===== src/sv/kwsc_pkg.sv =====
// ----------------------------------------------------------------------------
// kwsc_pkg
// shared types and constants of the keyword substitution cipher
// ----------------------------------------------------------------------------
package kwsc_pkg;

    typedef logic [1:0] t_mode;
    typedef logic [4:0] t_letter;
    typedef logic [7:0] t_byte;

    localparam t_mode MODE_KEY  = 2'd0;
    localparam t_mode MODE_END  = 2'd1;
    localparam t_mode MODE_TEXT = 2'd2;

    localparam int      LETTERS      = 26;
    localparam t_letter LETTER_COUNT = 5'd26;
    localparam t_letter LETTER_LAST  = 5'd25;
    localparam t_letter LETTER_FIRST = 5'd0;

    localparam t_byte CH_UPPER_A = 8'h41;
    localparam t_byte CH_UPPER_Z = 8'h5A;
    localparam t_byte CH_LOWER_A = 8'h61;
    localparam t_byte CH_LOWER_Z = 8'h7A;

endpackage


===== src/sv/keyword_substitution_cipher.sv =====
// ----------------------------------------------------------------------------
// keyword_substitution_cipher
// monoalphabetic keyword cipher on a byte stream
// ----------------------------------------------------------------------------
// usage:
//   input channel i_in_valid / o_in_stall carries i_mode and i_data_byte.
//   keyword words (mode key) add new letters to the cipher alphabet. an
//   end-of-key word starts the alphabet completion: the fill state sweeps
//   the letters Z down to A through the shared placement unit, then the
//   reverse state builds the reverse map, so the block stalls its input
//   after an end-of-key word until both steps are done.
//   text words are one map lookup: the result appears on the output
//   register in the cycle after acceptance; text streams at one word per
//   cycle unless stalled. keyword and end-of-key words give no result.
//   output channel o_out_valid / i_out_stall carries o_out_byte, o_no_key.
//   while the output word is stalled, the input is stalled too.
//   config channel i_cfg_valid / o_cfg_ready writes decrypt_mode; ready is
//   always high, write only while the block is idle.
//   synchronous reset clears the key, the mode register and the output;
//   text that arrives before a key is completed passes with o_no_key set.
// ----------------------------------------------------------------------------
module keyword_substitution_cipher (
    input  logic              i_clk,
    input  logic              i_rst_n,
    input  logic              i_in_valid,
    output logic              o_in_stall,
    input  kwsc_pkg::t_mode   i_mode,
    input  kwsc_pkg::t_byte   i_data_byte,
    output logic              o_out_valid,
    input  logic              i_out_stall,
    output kwsc_pkg::t_byte   o_out_byte,
    output logic              o_no_key,
    input  logic              i_cfg_valid,
    output logic              o_cfg_ready,
    input  logic              i_cfg_decrypt_mode
);
    import kwsc_pkg::*;

    typedef enum logic [1:0] {
        ST_IDLE,
        ST_FILL,
        ST_REV
    } t_state;

    t_state             r_state;
    t_letter            r_cnt;
    logic [LETTERS-1:0] r_seen;
    t_letter            r_fill;
    logic               r_key_ready;
    logic               r_decrypt;
    t_letter            r_fwd [LETTERS];
    t_letter            r_rev [LETTERS];
    logic               r_out_valid;
    t_byte              r_out_byte;
    logic               r_no_key;

    logic               in_accept;
    logic               is_upper;
    logic               is_lower;
    logic               is_alpha;
    t_byte              letter_diff;
    t_letter            letter_idx;
    t_letter            sub;
    t_byte              text_res;

    t_letter            pl_letter;
    logic               pl_en;
    logic               pl_hit;
    logic [LETTERS-1:0] seen_base;
    t_letter            fill_base;
    logic [LETTERS-1:0] n_seen;
    t_letter            n_fill;

    assign o_in_stall  = (r_state != ST_IDLE) || (r_out_valid && i_out_stall);
    assign in_accept   = i_in_valid && !o_in_stall;
    assign o_cfg_ready = 1'b1;
    assign o_out_valid = r_out_valid;
    assign o_out_byte  = r_out_byte;
    assign o_no_key    = r_no_key;

    // letter decode, shared by keyword folding and text lookup
    always_comb begin
        is_upper    = (i_data_byte >= CH_UPPER_A) && (i_data_byte <= CH_UPPER_Z);
        is_lower    = (i_data_byte >= CH_LOWER_A) && (i_data_byte <= CH_LOWER_Z);
        is_alpha    = is_upper || is_lower;
        letter_diff = is_lower ? (i_data_byte - CH_LOWER_A) : (i_data_byte - CH_UPPER_A);
        letter_idx  = letter_diff[4:0];
        sub         = r_decrypt ? r_rev[letter_idx] : r_fwd[letter_idx];
        if (!r_key_ready || !is_alpha) begin
            text_res = i_data_byte;
        end else if (is_lower) begin
            text_res = {3'b000, sub} + CH_LOWER_A;
        end else begin
            text_res = {3'b000, sub} + CH_UPPER_A;
        end
    end

    // shared placement unit: append a letter if unseen and room is left
    always_comb begin
        pl_letter = (r_state == ST_FILL) ? r_cnt : letter_idx;
        pl_en     = (r_state == ST_FILL)
                 || (in_accept && (i_mode == MODE_KEY) && is_alpha);
        seen_base = (r_state == ST_IDLE && r_key_ready) ? '0 : r_seen;
        fill_base = (r_state == ST_IDLE && r_key_ready) ? LETTER_FIRST : r_fill;
        pl_hit    = pl_en && !seen_base[pl_letter] && (fill_base < LETTER_COUNT);
        n_seen    = seen_base;
        n_fill    = fill_base;
        if (pl_hit) begin
            n_seen[pl_letter] = 1'b1;
            n_fill            = fill_base + 5'd1;
        end
    end

    always_ff @(posedge i_clk) begin
        if (!i_rst_n) begin
            r_state     <= ST_IDLE;
            r_cnt       <= LETTER_FIRST;
            r_seen      <= '0;
            r_fill      <= LETTER_FIRST;
            r_key_ready <= 1'b0;
            r_decrypt   <= 1'b0;
            r_out_valid <= 1'b0;
        end else begin
            if (i_cfg_valid) begin
                r_decrypt <= i_cfg_decrypt_mode;
            end
            if (r_out_valid && !i_out_stall) begin
                r_out_valid <= 1'b0;
            end
            if (pl_hit) begin
                r_fwd[fill_base] <= pl_letter;
            end
            unique case (r_state)
                ST_IDLE: begin
                    if (in_accept) begin
                        unique case (i_mode)
                            MODE_KEY: begin
                                r_seen      <= n_seen;
                                r_fill      <= n_fill;
                                r_key_ready <= 1'b0;
                            end
                            MODE_END: begin
                                r_state <= ST_FILL;
                                r_cnt   <= LETTER_LAST;
                            end
                            MODE_TEXT: begin
                                r_out_valid <= 1'b1;
                                r_out_byte  <= text_res;
                                r_no_key    <= !r_key_ready;
                            end
                            default: ;
                        endcase
                    end
                end
                ST_FILL: begin
                    r_seen <= n_seen;
                    r_fill <= n_fill;
                    if (r_cnt == LETTER_FIRST) begin
                        r_state <= ST_REV;
                    end else begin
                        r_cnt <= r_cnt - 5'd1;
                    end
                end
                ST_REV: begin
                    r_rev[r_fwd[r_cnt]] <= r_cnt;
                    if (r_cnt == LETTER_LAST) begin
                        r_state     <= ST_IDLE;
                        r_key_ready <= 1'b1;
                        r_cnt       <= LETTER_FIRST;
                    end else begin
                        r_cnt <= r_cnt + 5'd1;
                    end
                end
                default: r_state <= ST_IDLE;
            endcase
        end
    end

endmodule


===== config.mk =====
export PLATFORM = sky130hd
export DESIGN_NAME = keyword_substitution_cipher
export DESIGN_NICKNAME = d
export VERILOG_FILES = /design/src/sv/kwsc_pkg.sv /design/src/sv/keyword_substitution_cipher.sv
export SDC_FILE = /design/constraint.sdc
export NUM_CORES = 1
export LEC_CHECK = 0
export CORE_MARGIN = 1
export CORE_UTILIZATION = 68
export DETAILED_ROUTE_END_ITERATION = 12
export DONT_BUFFER_PORTS = 1
export PLACE_DENSITY_LB_ADDON = 0.15
export RECOVER_POWER = 50
export SLEW_MARGIN = 10
export SYNTH_ARGS = -nofsm -noshare
export SYNTH_HDL_FRONTEND = slang
export SYNTH_SLANG_ARGS = --single-unit

===== constraint.sdc =====
create_clock -name i_clk -period 7.7 [get_ports i_clk]
set_clock_uncertainty 0.2 [all_clocks]
set_input_delay 1.54 -clock i_clk [delete_from_list [all_inputs] [get_ports i_clk]]
set_output_delay 1.54 -clock i_clk [all_outputs]
set_load 0.005 [all_outputs]

== After elaboration in Yosys (flattened, before gate mapping) ==
Memories as Yosys holds them, arrays and structs flattened. A register that Yosys moved wholly into a read port is not among the register bits.
Cells that the tools add are included.
W data, S select, Z words.

* Register bits: 50
* Bits in writable memories: 260
* Input port bits: 16
* Memories kept: 2

* $add $sub $neg: 7
* Order comparisons: 7
* Eq/ne operators: 11
* Multiplexer cells: 45
* Bitwise gates (word level): 1
* Reductions and logical operators: 32

{| class="wikitable"
|+ Memory list
! memory !! words !! bits a word !! read ports !! clocked after memory_dff !! write ports !! line !! source
|-
| r_fwd || 26 || 5 || 2 || 1 || 1 || keyword_substitution_cipher.sv:51 || <nowiki>t_letter r_fwd [LETTERS];</nowiki>
|-
| r_rev || 26 || 5 || 1 || 0 || 1 || keyword_substitution_cipher.sv:52 || <nowiki>t_letter r_rev [LETTERS];</nowiki>
|}

{| class="wikitable"
|+ Operators by type and width
! kind !! count
|-
| $mux W26 || 4
|-
| $mux W5 || 13
|-
| $pmux W26 S2 || 1
|-
| $or A26 B26 Y26 || 1
|-
| $add A5 B7 Y8 const B || 2
|-
| $ge A8 B7 Y1 const B || 2
|-
| $le A8 B7 Y1 const B || 2
|-
| $mux W8 || 2
|-
| $reduce_and A4 Y1 || 4
|-
| $mux W1 || 15
|-
| $pmux W5 S3 || 1
|-
| $sub A5 B1 Y5 const B || 3
|-
| $logic_and A1 B1 Y1 || 11
|-
| $add A5 B1 Y5 const B || 2
|-
| $pmux W5 S2 || 1
|-
| $mux W2 || 4
|-
| $ne A2 B2 Y1 const B || 4
|-
| $lt A5 B6 Y1 const B || 1
|-
| $pmux W2 S3 || 1
|-
| $reduce_bool A2 Y1 || 3
|-
| $bmux W1 S5 || 1
|-
| $demux W1 S5 || 1
|-
| $eq A5 B5 Y1 const B || 1
|-
| $ge A5 B1 Y1 const B || 1
|-
| 11 further kinds || 22
|}

== Longest topological paths before layout ==
* Depth in word-level cells: 13
* Gate-level depth with buffers: 17
* Mapped depth without buffers: 11

== Worst setup path after synthesis ==
OpenSTA, ideal clock, no wires.

* Path kind: input-to-reg
* Start point: in i_data_byte[0]
* End point: mem r_fwd[13][0] (netlist bit), enable pin
* Setup time: 0.340 ns
* Data arrival time: 4.672 ns
* Data required time: 7.160 ns
* Path slack: 2.489 ns
* Stages on the path: 12
* Path buffers: 3
* Path through: buf_6 -> buf_6 -> inv_2 -> ha_1 -> buf_2 -> mux2i_1 -> mux4_2 -> nand4_1 -> o211ai_2 -> o21ai_4 -> nand3_1 -> nor2_1

* Cells in the longest elaborated chain, start to end: 12
* Elaborated cells between the ends (all ways): 21

{| class="wikitable"
|+ RTL lines
! element !! line !! source
|-
| start: declaration || keyword_substitution_cipher.sv:28 || <nowiki>input kwsc_pkg::t_byte i_data_byte,</nowiki>
|-
| $ge A8 B7 Y1 or $le A8 B7 Y1 (tied branches) || keyword_substitution_cipher.sv:84 || <nowiki>is_lower = (i_data_byte >= CH_LOWER_A) && (i_data_byte <= CH_LOWER_Z);</nowiki>
|-
| $logic_and A1 B1 Y1 || keyword_substitution_cipher.sv:84 ||
|-
| $mux W5 (*) || keyword_substitution_cipher.sv:86 || <nowiki>letter_diff = is_lower ? (i_data_byte - CH_LOWER_A) : (i_data_byte - CH_UPPER_A);</nowiki>
|-
| $mux W5 (*) || keyword_substitution_cipher.sv:100 || <nowiki>pl_letter = (r_state == ST_FILL) ? r_cnt : letter_idx;</nowiki>
|-
| net pl_letter[1] || keyword_substitution_cipher.sv:66 || <nowiki>t_letter pl_letter;</nowiki>
|-
| $bmux W1 S5 (*) || keyword_substitution_cipher.sv:105 || <nowiki>pl_hit = pl_en && !seen_base[pl_letter] && (fill_base < LETTER_COUNT);</nowiki>
|-
| $mux W1 (not written as such) (*) || keyword_substitution_cipher.sv:105 ||
|-
| $logic_not A1 Y1 (*) || keyword_substitution_cipher.sv:105 ||
|-
| $logic_and A1 B1 Y1 (*) (2 in series) || keyword_substitution_cipher.sv:105 ||
|-
| $mux W1 (*) || keyword_substitution_cipher.sv:130 || <nowiki>if (pl_hit) begin</nowiki>
|-
| $mux W1 (*) || keyword_substitution_cipher.sv:115 || <nowiki>if (!i_rst_n) begin</nowiki>
|-
| $mux W1 (not written as such) (*) || keyword_substitution_cipher.sv:131 || <nowiki>r_fwd[fill_base] <= pl_letter;</nowiki>
|-
| end: declaration || keyword_substitution_cipher.sv:51 ||
|}

Mark *: on every way through the listed nets, which the timed path passes. The rest lies on a longest branch. The select of a mux whose other input is x is not followed.

== Final worst setup path ==
* Start point: in i_data_byte[0]
* End point: mem r_fwd[25][1] (netlist bit), enable pin

The elaborated chain is that of the path after synthesis.

==> metrics.cfg <==
[final_layout]
layout-drive-gt1-share = 0.188
seq_area_mm2 = 0.00900
fin_util = 0.748
multi_input_area_mm2 = 0.00530
diodes = 0
fillers = 1240
area_growth_pct = 7.29
layoutNonFillerInstCount = 1249
num-nets-final = 983

[floorplanning]
die_x_um = 149
core_area_mm2 = 0.0211
die-area_mm2 = 0.0222
start_util = 0.697
die_h_um = 149
pin_count = 28
rows = 53

[clock_tree]
clkTransAtPathRegs_ns = 0.06
hold_buffers = 0
cts_buffer_depth = 3
cts_tree = built
root_buffer = clkbuf_16
numCtsBuffers = 30
htreeDepth = 1
clock_sinks = 315
clk-insertion-delay-late_ns = 0.56
postCtsResizedCells = 0
postCtsSetupBuffers = 0

[synth]
syn-num-nets = 996
synth-edff-count = 269
yosysMostFrequentCell = edfxtp_1
synthTopCellsByArea = edfxtp_1 (55%), mux4_2 (15%), dfxtp_1 (6.3%), nor2_1 (2.1%), a32o_1 (1.8%)
synth_area_mm2 = 0.0147
synth_top_area_frac = 0.550
yosysTopAreaCell = edfxtp_1
yosysSeqAreaShare = 0.612
ys_seq_elements = 315
async_flop_share = 0
synth_common_cells = edfxtp_1 (269), mux4_2 (96), nor2_1 (81)
ys_warn_count = 0
synthCells = 963
synth_cell_types = 81
synth-main-ff-cell = edfxtp_1
synth.avg_cell_area_um2 = 15.3

[global_routing]
grt_max_degree = 75
grtUsageTotal = 0.341
grt_pass1_wl_um = 55300
grt_pass1_vias = 8972
overflow = 0
antenna_found_initial = 0

[timing]
whs_ns = 0.268
setup_tns_ns = 0
post-route-period-util = 0.823
min_period_ns = 6.34
slew_headroom = -0.297
clock.fmax_ghz = 0.158
tightestPinTransition_ns = 1.94
hold_viol = 0
slew_viol_final = 174
fin_ws_ns = 1.36
rsz0062_at_grt = false
setup_viol = 0

[placed_design]
post-place-ws_ns = 2.07
place_congestion = 0.945
placedCellCount = 1193
place_hpwl_um = 23500
portBuffers = 0

[setup_path]
critPathCaptureType = flip-flop
startpoint_type = input port
criticalPathCategory = input port to flip-flop
cpMaxStageDelayCell = inv_1
path_max_fanout = 74
cp_slowest_stage_delay_ns = 0.91
arrival_ns = 6.33
crit_required_ns = 7.69
crit_chain = inv_2 -> ha_1 -> nor3b_1 -> xnor2_2 -> clkbuf_1 -> mux2i_4 -> inv_1 -> a21oi_2 -> o21ai_4 -> nand3_1 -> nor2_1
reg2reg_depth = 11

[detailed_routing]
wl_per_cell_um = 28.9
wl_met3_um = 3780
drc = 0
finalWirelength_um = 36100
vias = 9287
wl_met1_um = 13500
first_pass_iters = 6
drtIter0Drc = 1359
final_antenna_net_count = 0
maxUsedRoutingLayer = met4
routed_via_density = 7.44
wl_met2_um = 17600

[outcome]
status = finished, violations left
violations = capacitance limit, slew limit

[power]
total_leakage_power_nw = 4.98
power.density_mw_per_mm2 = 282
max-vdd-ir-drop_v = 0.000207

[worst_hold_path]
hold_class = flip-flop to flip-flop
min_path_cells = 1

[flow_run]
drv_cap = 6

[registers in the layout, indices dropped and copies added, names as in the netlist, 2 cells and up, named ones only]
signal,count
r_cnt,5
o_out_byte,8
r_state,2
r_rev,130
r_seen,26
r_fwd,130
r_fill,5
[kinds of logic after synthesis]
family | count (synthesis) | share of synthesized area
simple gates | 243 | 0.0816
fa+ha+maj | 17 | 0.0145
mux | 135 | 0.176
xor+xnor | 7 | 0.00596
other cells | 1 | 0.000255
buf+inv | 79 | 0.0263
compound gates | 166 | 0.0836
flops | 315 | 0.612
[final cells by class]
cell class              count  area share
clock buffers              43      0.0537
clock inverters            13     0.00857
inverters                  22     0.00532
multi-input cells         569       0.336
flip-flops and latches    315       0.571
well taps                 275      0.0218
repair buffers             12     0.00405
[layout by cell type, fill, tap and decap left out, types with 9 or more instances in the layout]
cell type  count
a21oi_1       33
a31oi_1        9
a32o_1        27
clkbuf_1      12
clkbuf_16     31
dfxtp_1       45
edfxtp_1     269
ha_1          17
inv_1         19
mux2_2        10
mux2i_1       23
mux4_2        96
nand2_1       61
nand3_1       26
nor2_1        81
nor2b_1       13
o21ai_0       31
[worst max-delay path, delay by kind of cell]
family | cells | cell delay (ns)
xor+xnor | 1 | 0.18
compound gates | 2 | 0.39
buf+inv | 3 | 1.84
simple gates | 3 | 1.73
mux | 1 | 0.22
fa+ha+maj | 1 | 0.36
[report_power, final]
group / switching [mW] / internal, mW
clock: 0.609 / 0.862
combinational: 0.565 / 0.307
sequential: 0.0964 / 2.01
total: 1.27 / 3.18
[per-stage QoR]
| stage | total power [mW] | instance area [µm²] |
|---|---|---|
| after floorplan | 2.71 | 14700 |
| after global placement | 2.94 | 14800 |
| after detailed placement | 2.98 | 14800 |
| after CTS | 4.44 | 15800 |
| after global routing | 4.57 | 15800 |
| final | 4.45 | 15800 |
[metal layers]
metal  up-vias  GRT usage
met1      4664      0.481
met4         0      0.106
li1       3825          -
met2       691      0.554
met5         -          0
met3       107     0.0532
[final timing paths]
| path | startpoint | endpoint | slack [ns] |
|---|---|---|---|
| worst max-delay path | i_data_byte[0] | r_fwd[25][1] | 1.36 |
| worst min-delay path | r_seen[10] | r_seen[10] | 0.27 |
| worst max register to register | r_state[1] | r_fwd[25][1] | 1.99 |
| worst min register to register | r_seen[10] | r_seen[10] | 0.27 |
(Power assumes the default switching activity.)
